## src/jcce_pkg.sv

```systemverilog
`default_nettype none

package jcce_pkg;

   localparam int KEY_LEN = 15;
   localparam int KEY_LAST = KEY_LEN - 1;
   localparam logic [7:0] CHAR_QUOTE = 8'h22;
   localparam logic [7:0] CHAR_SPACE = 8'h20;
   localparam logic [7:0] CHAR_TAB = 8'h09;
   localparam logic [7:0] CHAR_ZERO = 8'h30;
   localparam logic [7:0] CHAR_NINE = 8'h39;
   localparam logic [11:0] CODE_MAX = 12'd255;
   localparam logic [11:0] RADIX = 12'd10;

   // The key, a quoted field name followed by a colon, from its first byte to its last.
   localparam logic [7:0] KEY_BYTES [KEY_LEN] = '{
      8'h22, 8'h63, 8'h6f, 8'h6d, 8'h6d, 8'h61, 8'h6e, 8'h64,
      8'h5f, 8'h63, 8'h6f, 8'h64, 8'h65, 8'h22, 8'h3a
   };

   typedef struct packed {
      logic [7:0] data_byte;
      logic       last_byte;
   } req_type;

   typedef struct packed {
      logic       found_ok;
      logic [7:0] code_value;
   } rsp_type;

   // Classified byte as it travels through the queue.
   typedef struct packed {
      logic [KEY_LEN-1:0] key_hit;
      logic               is_blank;
      logic               is_digit;
      logic [3:0]         digit;
      logic               last;
   } class_type;

   typedef enum logic [2:0] {
      PH_SEARCH = 3'd0,
      PH_BLANKS = 3'd1,
      PH_DIGITS = 3'd2,
      PH_ENDED  = 3'd3,
      PH_FAILED = 3'd4
   } phase_type;

endpackage

`default_nettype wire

```

## src/jcce_front.sv

```systemverilog
`default_nettype none

module jcce_front (
   input  wire jcce_pkg::req_type   req_data,
   output jcce_pkg::class_type      cls_data
);
   import jcce_pkg::*;

   logic [7:0] b;
   logic [7:0] offset;

   assign b = req_data.data_byte;
   assign offset = b - CHAR_ZERO;

   always_comb begin
      for (int i = 0; i < KEY_LEN; i++) begin
         cls_data.key_hit[i] = (b == KEY_BYTES[i]);
      end
      cls_data.is_blank = (b == CHAR_SPACE) || (b == CHAR_TAB);
      cls_data.is_digit = (b >= CHAR_ZERO) && (b <= CHAR_NINE);
      cls_data.digit = offset[3:0];
      cls_data.last = req_data.last_byte;
   end

endmodule

`default_nettype wire

```

## src/jcce_fifo.sv

```systemverilog
`default_nettype none

module jcce_fifo #(
   parameter int DEPTH = 4
) (
   input  wire                      clock,
   input  wire                      reset,
   input  wire                      push_valid,
   output logic                     push_ready,
   input  wire jcce_pkg::class_type push_data,
   output logic                     pop_valid,
   input  wire                      pop_ready,
   output jcce_pkg::class_type      pop_data
);
   import jcce_pkg::*;

   localparam int PTR_W = (DEPTH > 1) ? $clog2(DEPTH) : 1;
   localparam int CNT_W = $clog2(DEPTH + 1);

   class_type        entries_ff [DEPTH];
   logic [PTR_W-1:0] wr_ptr_ff, wr_ptr_in;
   logic [PTR_W-1:0] rd_ptr_ff, rd_ptr_in;
   logic [CNT_W-1:0] count_ff, count_in;
   logic             push, pop;

   assign push_ready = (count_ff != CNT_W'(DEPTH));
   assign pop_valid = (count_ff != '0);
   assign pop_data = entries_ff[rd_ptr_ff];
   assign push = push_valid && push_ready;
   assign pop = pop_valid && pop_ready;

   always_comb begin
      wr_ptr_in = wr_ptr_ff;
      rd_ptr_in = rd_ptr_ff;
      count_in = count_ff;
      if (push) begin
         wr_ptr_in = (wr_ptr_ff == PTR_W'(DEPTH - 1)) ? '0 : wr_ptr_ff + 1'b1;
      end
      if (pop) begin
         rd_ptr_in = (rd_ptr_ff == PTR_W'(DEPTH - 1)) ? '0 : rd_ptr_ff + 1'b1;
      end
      if (push && !pop) begin
         count_in = count_ff + 1'b1;
      end else if (pop && !push) begin
         count_in = count_ff - 1'b1;
      end
   end

   always_ff @(posedge clock) begin
      if (reset) begin
         wr_ptr_ff <= '0;
         rd_ptr_ff <= '0;
         count_ff <= '0;
      end else begin
         wr_ptr_ff <= wr_ptr_in;
         rd_ptr_ff <= rd_ptr_in;
         count_ff <= count_in;
      end
   end

   always_ff @(posedge clock) begin
      if (push) begin
         entries_ff[wr_ptr_ff] <= push_data;
      end
   end

endmodule

`default_nettype wire

```

## src/jcce_back.sv

```systemverilog
`default_nettype none

module jcce_back (
   input  wire                      clock,
   input  wire                      reset,
   input  wire                      cls_valid,
   output logic                     cls_ready,
   input  wire jcce_pkg::class_type cls_data,
   output logic                     rsp_valid,
   input  wire                      rsp_ready,
   output jcce_pkg::rsp_type        rsp_data
);
   import jcce_pkg::*;

   phase_type  phase_ff, phase_in;
   logic [3:0] match_ff, match_in;
   logic [7:0] number_ff, number_in;
   logic       seen_ff, seen_in;
   logic       rsp_valid_ff, rsp_valid_in;
   rsp_type    rsp_data_ff, rsp_data_in;
   logic       slot_free, take;
   logic [11:0] acc;
   logic       ok;

   assign slot_free = !rsp_valid_ff || rsp_ready;
   // A byte that closes a message needs the output slot; others never wait.
   assign cls_ready = !cls_data.last || slot_free;
   assign take = cls_valid && cls_ready;
   assign acc = 12'(number_ff) * RADIX + 12'(cls_data.digit);
   assign rsp_valid = rsp_valid_ff;
   assign rsp_data = rsp_data_ff;

   always_comb begin
      phase_in = phase_ff;
      match_in = match_ff;
      number_in = number_ff;
      seen_in = seen_ff;
      rsp_valid_in = rsp_ready ? 1'b0 : rsp_valid_ff;
      rsp_data_in = rsp_data_ff;
      ok = 1'b0;

      if (take) begin
         unique case (phase_ff)
            PH_SEARCH: begin
               if (cls_data.key_hit[match_ff]) begin
                  if (match_ff == 4'(KEY_LAST)) begin
                     phase_in = PH_BLANKS;
                     match_in = '0;
                  end else begin
                     match_in = match_ff + 1'b1;
                  end
               end else if (match_ff == 4'(KEY_LAST) && cls_data.key_hit[1]) begin
                  // The closing quote may open a new key: restart past "c.
                  match_in = 4'd2;
               end else if (cls_data.key_hit[0]) begin
                  match_in = 4'd1;
               end else begin
                  match_in = '0;
               end
            end
            PH_BLANKS, PH_DIGITS: begin
               if (cls_data.is_digit) begin
                  phase_in = PH_DIGITS;
                  if (acc > CODE_MAX) begin
                     phase_in = PH_FAILED;
                     number_in = '0;
                  end else begin
                     number_in = acc[7:0];
                     seen_in = 1'b1;
                  end
               end else if (phase_ff == PH_DIGITS) begin
                  phase_in = PH_ENDED;
               end else if (!cls_data.is_blank) begin
                  phase_in = PH_FAILED;
               end
            end
            PH_ENDED: begin
               phase_in = PH_ENDED;
            end
            default: begin
               phase_in = PH_FAILED;
            end
         endcase

         if (cls_data.last) begin
            ok = ((phase_in == PH_DIGITS) || (phase_in == PH_ENDED)) && seen_in;
            rsp_valid_in = 1'b1;
            rsp_data_in.found_ok = ok;
            rsp_data_in.code_value = ok ? number_in : 8'd0;
            phase_in = PH_SEARCH;
            match_in = '0;
            number_in = '0;
            seen_in = 1'b0;
         end
      end
   end

   always_ff @(posedge clock) begin
      if (reset) begin
         phase_ff <= PH_SEARCH;
         match_ff <= '0;
         number_ff <= '0;
         seen_ff <= 1'b0;
         rsp_valid_ff <= 1'b0;
      end else begin
         phase_ff <= phase_in;
         match_ff <= match_in;
         number_ff <= number_in;
         seen_ff <= seen_in;
         rsp_valid_ff <= rsp_valid_in;
      end
   end

   always_ff @(posedge clock) begin
      rsp_data_ff <= rsp_data_in;
   end

endmodule

`default_nettype wire

```

## src/json_command_code_extractor.sv

```systemverilog
`default_nettype none

// Scans a byte stream for the first occurrence of the quoted command-code key
// and its colon, skips spaces and tabs after it and reads a decimal code of at
// most 255. Every message yields one result word on its last byte: found_ok with
// the code, or found_ok low and a zero code when the key is missing, no digit
// follows or the value overflows.
// One byte is accepted per cycle; the classifier feeds a QUEUE_DEPTH-word
// queue and the parser drains it at one word per cycle, so bytes stall only
// while a finished result waits in the output register and the queue is full.
// A result word becomes valid once its last byte has passed through the queue
// and the parser has written the result into the output register.
module json_command_code_extractor #(
   parameter int QUEUE_DEPTH = 4
) (
   input  wire                    clock,
   input  wire                    reset,
   input  wire                    req_valid,
   output logic                   req_ready,
   input  wire jcce_pkg::req_type req_data,
   output logic                   rsp_valid,
   input  wire                    rsp_ready,
   output jcce_pkg::rsp_type      rsp_data
);
   import jcce_pkg::*;

   class_type front_cls;
   class_type queue_cls;
   logic      queue_valid;
   logic      queue_ready;

   jcce_front u_front (
      .req_data (req_data),
      .cls_data (front_cls)
   );

   jcce_fifo #(
      .DEPTH (QUEUE_DEPTH)
   ) u_fifo (
      .clock      (clock),
      .reset      (reset),
      .push_valid (req_valid),
      .push_ready (req_ready),
      .push_data  (front_cls),
      .pop_valid  (queue_valid),
      .pop_ready  (queue_ready),
      .pop_data   (queue_cls)
   );

   jcce_back u_back (
      .clock     (clock),
      .reset     (reset),
      .cls_valid (queue_valid),
      .cls_ready (queue_ready),
      .cls_data  (queue_cls),
      .rsp_valid (rsp_valid),
      .rsp_ready (rsp_ready),
      .rsp_data  (rsp_data)
   );

endmodule

`default_nettype wire
```

## config.mk

```make
export PLATFORM = sky130hd
export DESIGN_NAME = json_command_code_extractor
export DESIGN_NICKNAME = d
export VERILOG_FILES = /design/src/jcce_pkg.sv /design/src/jcce_front.sv /design/src/jcce_fifo.sv /design/src/jcce_back.sv /design/src/json_command_code_extractor.sv
export SDC_FILE = /design/constraint.sdc
export NUM_CORES = 1
export LEC_CHECK = 0
export BUFFER_PORTS_ARGS = -buffer_cell sky130_fd_sc_hd__buf_2
export CELL_PAD_IN_SITES_DETAIL_PLACEMENT = 0
export CELL_PAD_IN_SITES_GLOBAL_PLACEMENT = 2
export CORE_ASPECT_RATIO = 1.25
export CORE_UTILIZATION = 25
export CTS_BUF_LIST = sky130_fd_sc_hd__clkbuf_4 sky130_fd_sc_hd__clkbuf_8
export CTS_CLUSTER_DIAMETER = 50
export CTS_CLUSTER_SIZE = 16
export DETAILED_ROUTE_END_ITERATION = 6
export PLACE_DENSITY = 0.55
export SKIP_LAST_GASP = 1
export SLEW_MARGIN = 30
export SYNTH_ARGS = -nofsm -noshare
export SYNTH_HDL_FRONTEND = slang
export SYNTH_SLANG_ARGS = --single-unit
```

## constraint.sdc

```tcl
create_clock -name clock -period 3.15 [get_ports clock]
set_input_delay 0.315 -clock clock [delete_from_list [all_inputs] [get_ports clock]]
set_output_delay 0.315 -clock clock [all_outputs]
set_load 0.01 [all_outputs]
```

# Word level (Yosys, flattened, before mapping)

Memories as Yosys holds them, arrays and structs flattened. A register that Yosys moved wholly into a read port is not among the register bits.
Index checks and enable logic that the tools add are counted.

RAM bits: 88
Bits of input ports: 13
Memories kept: 1
Flip-flop bits (word level): 33

Add/subtract/negate cells: 7
Equality and inequality tests: 21
Multiply operators: 1
Magnitude comparators: 4
Reduce and logical (&&, ||, !) cells: 22
Mux-type cells: 37

Memory list:

| memory            | words | width | rd ports | clocked after Yosys merged registers in | write ports | line            | RTL |
|---|---|---|---|---|---|---|---|
| u_fifo.entries_ff | 4     | 22    | 1        | 1                                       | 1           | jcce_fifo.sv:20 | `class_type entries_ff [DEPTH];` |

Operator list:

| cell                 | count |
|---|---|
| $eq 8x7->1 const B   | 8 |
| $mux 8               | 4 |
| $mux 3               | 10 |
| $eq 8x6->1 const B   | 3 |
| $mux 4               | 5 |
| $add 12x4->12        | 1 |
| $eq 3x2->1 const B   | 4 |
| $gt 12x8->1 const B  | 1 |
| $mux 1               | 12 |
| $mul 8x3->11 const B | 1 |
| $pmux 3 s3           | 1 |
| $eq 8x4->1 const B   | 1 |
| $ge 8x6->1 const B   | 1 |
| $le 8x6->1 const B   | 1 |
| $mux 2               | 4 |
| $logic_and 1x1->1    | 7 |
| $lt 4x5->1 const B   | 1 |
| $add 2x1->2 const B  | 2 |
| $add 4x1->4 const B  | 1 |
| $bmux 1 s4           | 1 |
| $eq 2x2->1 const B   | 2 |
| $eq 4x4->1 const B   | 1 |
| $logic_not 1->1      | 4 |
| $logic_or 1x1->1     | 4 |
| other kinds (10)     | 12 |

# Longest topological paths before layout

Depth in word-level cells: 10
Depth in mapped cells: 12
Gate-level depth less buffers: 10

# Cells and area by module

A second synthesis with hierarchy kept.

Cell total of the unflattened synthesis: 402
Area, all modules: 5790.6 um2

By module, submodules not included:

| module     | times used | cells each | area each (um2) |
|---|---|---|---|
| jcce_fifo  | 1          | 162        | 3644.7 |
| jcce_back  | 1          | 203        | 1896.8 |
| jcce_front | 1          | 37         | 249.0 |

# Worst setup path before layout

OpenSTA, ideal clock, no wires.

Path kind: reg2reg
From: register with a tool-made name
To: register u_back.rsp_data_ff (netlist bit u_back.rsp_data[0]), data pin
Cell stages (with the launch flop): 12
Clock period less this slack: 3.082 ns
Library setup time: 0.141 ns
Arrival time: 2.940 ns
Slack: 0.068 ns
Buffers on the path: 3
Path through: dfxtp_1 -> buf_6 -> buf_8 -> mux4_1 -> ha_1 -> fa_1 -> a21oi_1 -> nand4_1 -> a211oi_4 -> buf_6 -> a32oi_1 -> nor2_1

RTL lines:

| what                 | line             | RTL |
|---|---|---|
| to (signal assigned) | jcce_back.sv:115 | `rsp_data_ff <= rsp_data_in;` |
| to (decl)            | jcce_back.sv:20  | `rsp_type rsp_data_ff, rsp_data_in;` |

# Worst setup path in the final report

From: register u_back.number_ff[1]
To: register u_back.number_ff[1]

Word-level cells in the longest chain between the ends: 7

RTL lines:

| what                   | line             | RTL |
|---|---|---|
| from (decl)            | jcce_back.sv:17  | `logic [7:0] number_ff, number_in;` |
| from (signal assigned) | jcce_back.sv:108 | `number_ff <= number_in;` |
| $mul 8x3->11           | jcce_back.sv:29  | `assign acc = 12'(number_ff) * RADIX + 12'(cls_data.digit);` |
| $add 12x4->12          | jcce_back.sv:29  |  |
| $gt 12x8->1            | jcce_back.sv:64  | `if (acc > CODE_MAX) begin` |
| $mux 8                 | jcce_back.sv:64  |  |
| $mux 8                 | jcce_back.sv:62  | `if (cls_data.is_digit) begin` |
| $mux 8 (*)             | jcce_back.sv:43  | `unique case (phase_ff)` |
| $mux 8 (*)             | jcce_back.sv:85  | `if (cls_data.last) begin` |

Every way passes the cells marked *; elsewhere a longest branch is shown, timed or not.
A chain may end at the register's enable or synchronous reset.

==> out/results.tsv <==
metric	value	unit
status	finished clean	
critPathKind	reg -> reg	
drc	0	
synth_top_area_share	45.8	%
vias_per_cell	4.54	
dieArea	0.0207	mm²
fin_crit	2960	ps
critPathLaunchType	flop	
setup_viol	0	
ys.flop_type	edfxtp_1	
cts_buffers	9	
die_y	161	µm
syn-cell-area	0.00504	mm²
antenna_found_initial	0	
min_to	u_fifo.entries_ff[2][0]	
via_count	3202	
synth_area_leaders	edfxtp_1 46%, dfxtp_1 10%, ha_1 5.2%	
cp_num_buf_inv	1	
io_pins	24	
tns	0	ps
synth_edf_count	77	
yosys_warnings	0	
diodes	0	
met1_usage	13.9	%
met3_usage	2.20	%
fin_crit_sh	94.1	%
netlist_top_cells_count	77 x edfxtp_1, 44 x nor2_1, 37 x nand2_1	
hpwl	7980	µm
internal_power	2560	µW
seq_area	0.00283	mm²
critPathArrivalTime	3250	ps
power	3870	µW
vdd_drop_max	0.240	mV
post-synth-top-count-cell	edfxtp_1	
slew_headroom	55.5	%
grt_pass1_vias	3296	
htree_levels	3	
p_per_area	671	mW/mm²
multi_input_area	0.00209	mm²
netlist_instances	397	
core_region_area	0.0196	mm²
cp_max_fo	17	
place_congestion	0.708	
seq_power_share	44.9	%
clk_latency	380	ps
wl	11100	µm
cp_cell_sequence	ha_1 -> ha_1 -> fa_1 -> a21o_1 -> a21oi_1 -> xnor2_1 -> nand4_1 -> a211oi_4 -> buf_12 -> nand3_1 -> o21ai_0	
port_buffers	23	
critical-path-top-delay-family	adder cells	
path_common_cell	ha_1	
worstPathRequired	3440	ps
grt.total_usage	11.6	%
hold_path.class	in -> reg	
cts.sinks	103	
grt_max_degree	18	
ys_types	64	
hold_viol	0	
fillCellCount	2008	
combPwrFrac	33.2	%
skew	18.8	ps
fin_nets	473	
synth_fp_nets	434	
end_kind	flop	
fin_ws	186	ps
cpPeakStageDelay	420	ps
cts-root-buf	clkbuf_8	
synth_seq_cells	103	
rr_worst_depth	11	
drtAntennaViolNets	0	
grt_pass1_wl	18100	µm
hold_depth	1	
p_clk_share	21.9	%
clk_pin_slew	90	ps
fmaxAchievable	337	MHz
rsz0062_at_grt	false	
grt-ovfl-total	0	
p_sw	1310	µW
maxCapViolCount	0	
maxSlewViolCount	0	
drive_gt1_share	18.1	%
worst_pin_slew	667	ps
use_met2	20.3	%
synth_top_cell_by_area	edfxtp_1	
synth-seq-area-share	56.2	%
first_pass_iters	4	
worstReg2RegStart	u_back.number_ff[1]	
post-place-ws	30.7	ps
async_reset_ff_share	0	%
synth.avg_cell_area	12.7	µm²
grt.busiest_layer	met2	
reg2reg_setup_slack	190	ps
start_util	25.7	%
r2r_end	u_back.number_ff[1]	
hold_start	req_data[0]	
wl_per_cell	15.7	µm
clockBufferDepth	2	
drtIter0Drc	121	
crit_slowest_cell	fa_1	
synthToLayoutAreaGrowth	14.4	%
num_rows	57	
die_x	129	µm
fin_util	29.4	%
p_leak	0.00218	µW
swShare	33.8	%
cts_tree	done	
## through the flow
step	instances	hold WS, ps	cell area, µm²
floorplan	397	414	5040
global placement	689	486	5550
detailed placement	689	501	5550
CTS	705	140	5750
global route	706	162	5770
finish	706	169	5770
## worst register-to-register path: stages, from the launching register on
cell and delay, ps:
dfxtp_1 320, ha_1 300, ha_1 240, fa_1 420
a21o_1 200, a21oi_1 230, xnor2_1 180, nand4_1 170
a211oi_4 300, buf_12 180, nand3_1 150, o21ai_0 210
## registers in the layout, indices dropped and copies added, names as in the netlist, named ones only
name               flops
u_back.seen_ff         1
u_fifo.rd_ptr_ff       2
u_back.rsp_valid       1
u_fifo.count_ff        3
u_back.match_ff        4
u_fifo.entries_ff     68
u_back.number_ff       8
u_fifo.wr_ptr_ff       2
u_back.rsp_data        9
u_back.phase_ff        3
## power groups by stage
stage               logic, µW  registers, µW  clock network, µW
finish                   1290           1740                848
global route             1420           1760                936
CTS                      1310           1740                891
detailed placement       1300           1770                  0
global placement         1290           1760                  0
floorplan                 936           1730                  0
## placed cells by master (no fill, tap or decap), types with 3 or more instances in the layout
cell / Yosys / layout
a21o_1: 4 / 4
a21oi_1: 14 / 13
a31oi_1: 3 / 3
a32oi_1: 9 / 9
and3_1: 6 / 6
buf_2: 3 / 23
buf_4: 0 / 17
clkbuf_8: 0 / 9
dfxtp_1: 26 / 25
edfxtp_1: 77 / 77
fa_1: 3 / 3
ha_1: 21 / 21
inv_1: 16 / 16
mux2_2: 3 / 3
mux2i_1: 10 / 10
mux4_1: 9 / 9
mux4_2: 5 / 5
nand2_1: 37 / 37
nand2b_1: 8 / 8
nand3_1: 6 / 6
nand4_1: 7 / 7
nor2_1: 44 / 44
nor2b_1: 4 / 4
nor3_1: 12 / 12
o21ai_0: 8 / 8
or3_1: 3 / 3
xnor2_1: 5 / 5
xor2_1: 5 / 5
## kinds of logic (layout without fill, tap and decap cells)
family / count (synthesis) / after routing / share of synthesized area (%)
muxes: 27 / 27 / 9.58
buffers and inverters: 29 / 73 / 2.78
adders and majority gates: 24 / 24 / 6.40
DFF: 103 / 103 / 56.2
and+or+nand+nor: 143 / 143 / 14.0
xor gates and xnor gates: 10 / 10 / 1.74
AOI/OAI and AO/OA: 61 / 61 / 9.38
## cell type report
cell class	instances	area share, %
clock buffer	11	2.41
clock inverter	5	0.976
inverter	16	1.04
multi-input combinational	265	36.2
sequential	103	49.1
tap	265	5.75
timing repair buffer	41	4.55
## layer usage
metal  part of all wire, %  wire length [µm]
met1                    45              4930
met2                    51              5690
met5                     0                 0
met3                   2.5               272
met4                   1.7               184
## worst max path at each step
stage,from,to,slack (ps),cells after the start
final,u_back.number_ff[1],u_back.number_ff[1],190,11
after global routing,flop,u_back.number_ff[1],30,10
after CTS,flop,u_back.rsp_data[2],20,9
after detailed placement,flop,u_back.rsp_data[2],30,9
after global placement,flop,u_back.number_ff[1],140,9
after floorplan,flop,u_back.rsp_data[0],70,11
## repair_timing
action | 4_1_cts | 5_1_grt
gates resized for setup | 0 | 3
endpoints found under the setup margin | 0 | 15
buffers inserted | 0 | 1
hold buffers | 0 | 0
Power figures use the tool's default switching activity.
